[src/sv/htwd_ram.sv]
module htwd_ram #(
	parameter int WIDTH = 18,
	parameter int DEPTH = 255
) (
	input  logic                     clk,
	input  logic                     we,
	input  logic [$clog2(DEPTH)-1:0] waddr,
	input  logic [WIDTH-1:0]         wdata,
	input  logic [$clog2(DEPTH)-1:0] raddr,
	output logic [WIDTH-1:0]         rdata
);

	logic [WIDTH-1:0] mem [DEPTH];

	always_ff @(posedge clk) begin
		if (we) begin
			mem[waddr] <= wdata;
		end
		rdata <= mem[raddr];
	end

endmodule

[config.mk]
export PLATFORM = sky130hd
export DESIGN_NAME = htwd_ram
export DESIGN_NICKNAME = d
export VERILOG_FILES = /design/src/sv/htwd_ram.sv
export SDC_FILE = /design/constraint.sdc
export NUM_CORES = 2
export LEC_CHECK = 0
export BUFFER_PORTS_ARGS = -buffer_cell sky130_fd_sc_hd__buf_2
export CORE_ASPECT_RATIO = 1.75
export CORE_MARGIN = 2
export CORE_UTILIZATION = 45
export DETAILED_ROUTE_END_ITERATION = 10
export SLEW_MARGIN = 20
export SYNTH_ARGS = -nofsm -noshare
export SYNTH_HDL_FRONTEND = slang
export SYNTH_MEMORY_MAX_BITS = 65536
export SYNTH_SLANG_ARGS = --single-unit
[constraint.sdc]
create_clock -name clk -period 3 [get_ports clk]
set_clock_uncertainty 0.2 [all_clocks]
set_input_delay 0.3 -clock clk [delete_from_list [all_inputs] [get_ports clk]]
set_output_delay 0.3 -clock clk [all_outputs]
set_load 0.1 [all_outputs]
==> metrics.cfg <==
[outcome]
outcome=finished, violations left
violations=negative setup slack

[timing]
fmax_mhz=327
rsz0062_at_grt=no
slew_headroom=0.147
period_share=1.02
finalSetupTns_ns=-0.0900
drv_slew=0
worst_pin_slew_ns=1.28
setup_viol=2
period_minus_slack_ns=3.05
setup_ws_ns=-0.0537
finalHoldViolCount=0

[detailed_routing]
routed_wl_mm=568
viasPerCell=6.20
drt-pass1-iter-count=6
num_vias=97500
postRouteAntennaNets=0
drc=0
post_drt_wl_per_cell_um=36.1
drt_iter0_markers=12200

[worst_hold_path]
hp-start=raddr[5]
min_path_type=input port to flop
min_to=rdata[10]$_DFF_P_
min_path_cells=7

[die]
coreArea_um2=397000
row_count=306
die_area_um2=404000
start_util=0.452
die_x_um=481
die_h_um=839
ios=54

[setup_path]
crit_type=flop to flop
r2r_slack_ns=-0.05
crit_fanout=1
crit_arrival_ns=3.73
worstPathRequired_ns=3.67
cpPeakStageDelay_ns=0.76
endpoint_kind=flop
timing.rr.end=rdata[6]$_DFF_P_
rr_worst_depth=8
start_kind=flop
r2r-start=mem[83][6]$_DFFE_PP_
slowest_stage=a21oi_1
worstPathCellList=mux4_2 > a21oi_1 > o311ai_0 > buf_4 > a21oi_1 > nor4_1 > buf_4 > a21o_1

[yosys]
synth_flop_cell=edfxtp_1
netlist.area_leader.share=0.768
synth-async-reset-ratio=0
syn-mean-instance-area_um2=20.5
synth_warnings=0
yosysTopAreaCell=edfxtp_1
syn_nets=8799
synthesis.area_um2=179000
synth.area.top_cells=edfxtp_1 77%, mux4_2 8.2%, mux2i_1 5.0%
synth-edff-count=4590
synth_seq_cells=4608
synth_cell_types=76
syn_inst=8763
yosysSeqAreaShare=0.770

[clocking]
insertion_delay_ns=0.99
cts_setup_buffers=0
cts_tree=yes
cts_made_buffers=399
htree_levels=5
cts.sinks=4608
clockBufferDepth=4
cts_root_buf=clkbuf_16
clk_pin_slew_worst_paths_ns=0.07

[global_routing]
use_met1=0.326
grt_antenna_before_repair=34
grt_pass1_wl_mm=782
grt_start_max_net_pins=92
grt_pass1_vias=98100
grtUsageMet2=0.472
grt_overflow=0
met3_usage=0.0398
busiest_layer=met2
grt_usage=0.278

[power_and_ir_drop]
powerDensity_nw_per_um2=632
fin_total_pwr_mw=134
leakage_nw=69.4
p_int_mw=104
clockPowerShare=0.398
switching_share=0.222
switchingPower_mw=29.7
ir_drop_v=0.000483
p_seq_frac=0.532
comb_power_share=0.069

[layout]
fin_nets=10200
seq_area_um2=138000
syn_to_final_growth_pct=17.7
multi_input_area_um2=38000
nFillCells=30800
stdcell_count=15700
drive_gt1_frac=0.292

[place]
post-dp-hpwl_mm=378
dp.cells=14900
pre_cts_ws_ns=-0.830
portBuffers=53
place_congestion=0.946

[job]
maxCapViolCount=0

## synth_stat cells, types with 20 or more instances
library cell and n:
a211oi_1 31, a21oi_1 224, a221oi_1 20, a22oi_1 22
a31oi_1 31, buf_1 22, buf_2 122, buf_4 28
buf_6 111, buf_8 45, clkbuf_1 186, edfxtp_1 4590
mux2i_1 893, mux4_1 57, mux4_2 656, nand2_1 158
nand3_1 63, nor2_1 392, nor3_1 75, o211ai_1 20
o21ai_0 140, o221ai_1 303, o22ai_1 244
## critical path, delay by kind of cell (launching register included)
family / cells / cell delay (ns)
simple gates: 1 / 0.15
compound gates: 4 / 1.34
flops: 1 / 0.36
buf+inv: 2 / 0.38
mux: 1 / 0.52
## state kept, by name, summed over array words and instances, names as in the netlist
| signal | cells |
|---|---|
| rdata | 18 |
| mem | 4590 |
## cell families (layout without fill, tap and decap cells)
| family | after synthesis | in the layout | share of synthesized area |
|---|---|---|---|
| buffers and inverters | 551 | 2235 | 0.0225 |
| other | 0 | 45 | 0 |
| DFF | 4608 | 4608 | 0.770 |
| and+or+nand+nor | 797 | 797 | 0.0194 |
| muxes | 1626 | 1626 | 0.142 |
| AOI/OAI and AO/OA | 1181 | 1181 | 0.0459 |
## layout make-up
cell class / instances / area share
clock inverter: 247 / 0.0129
antenna: 45 / 0.000533
timing repair buffer: 1505 / 0.0712
clock buffer: 477 / 0.0498
multi-input combinational: 3604 / 0.180
inverter: 6 / 0.000184
sequential: 4608 / 0.654
tap: 5236 / 0.0310
## placed cells by master (no fill, tap or decap), types with 135 or more instances in the layout
cell type / Yosys / routed
clkbuf_16: 0 / 407
nor2_1: 392 / 135
o21ai_0: 140 / 138
nand2_1: 158 / 158
buf_12: 13 / 286
o221ai_1: 303 / 303
edfxtp_1: 4590 / 4590
nor2_2: 0 / 255
mux2i_1: 893 / 893
o22ai_1: 244 / 244
buf_4: 28 / 1136
mux4_2: 656 / 656
a21oi_1: 224 / 224
## what timing repair did
item	CTS	global route
resized for setup	3	2
pin swaps	0	0
endpoints found under the setup margin	3	2
hold endpoints to repair	4172	0
hold buffers	31	0
## power by group through the flow
stage | clock network [mW] | logic (mW) | registers (mW)
floorplan | 0 | 3.69 | 72.7
global placement | 0 | 8.98 | 72.5
detailed placement | 0 | 9.09 | 72.5
CTS | 53.8 | 9.16 | 71.1
global route | 56.0 | 9.44 | 71.0
finish | 53.2 | 9.24 | 71.1
## layer usage
| metal | vias to the layer above | share of wire |
|---|---|---|
| li1 | 39500 | - |
| met4 | 18 | 0.083 |
| met3 | 1285 | 0.071 |
| met1 | 51900 | 0.34 |
| met2 | 4710 | 0.50 |
| met5 | - | 0.00019 |
## how the worst max path moves through the flow
stage / from / slack [ns] / cells past startpoint / endpoint
floorplan: waddr[0] / 0.25 / 6 / mem[237][0]$_DFFE_PP_
global placement: raddr[1] / -1.75 / 13 / rdata[15]$_DFF_P_
detailed placement: raddr[0] / -0.83 / 13 / rdata[10]$_DFF_P_
CTS: mem[243][13]$_DFFE_PP_ / 0.03 / 9 / rdata[13]$_DFF_P_
global route: mem[243][13]$_DFFE_PP_ / 0.005 / 9 / rdata[13]$_DFF_P_
finish: mem[83][6]$_DFFE_PP_ / -0.05 / 8 / rdata[6]$_DFF_P_
## per-stage QoR
stage / utilization / cell area [um2] / hold WS, ns
2_1_floorplan: - / 179000 / 0.199
3_3_place_gp: 0.498 / 197000 / 0.538
3_5_place_dp: 0.498 / 197000 / 0.544
4_1_cts: 0.532 / 211000 / 0.0588
5_1_grt: 0.532 / 211000 / 0.148
6_report: 0.532 / 211000 / 0.140
No activity file was read; power rests on OpenSTA's default activity.
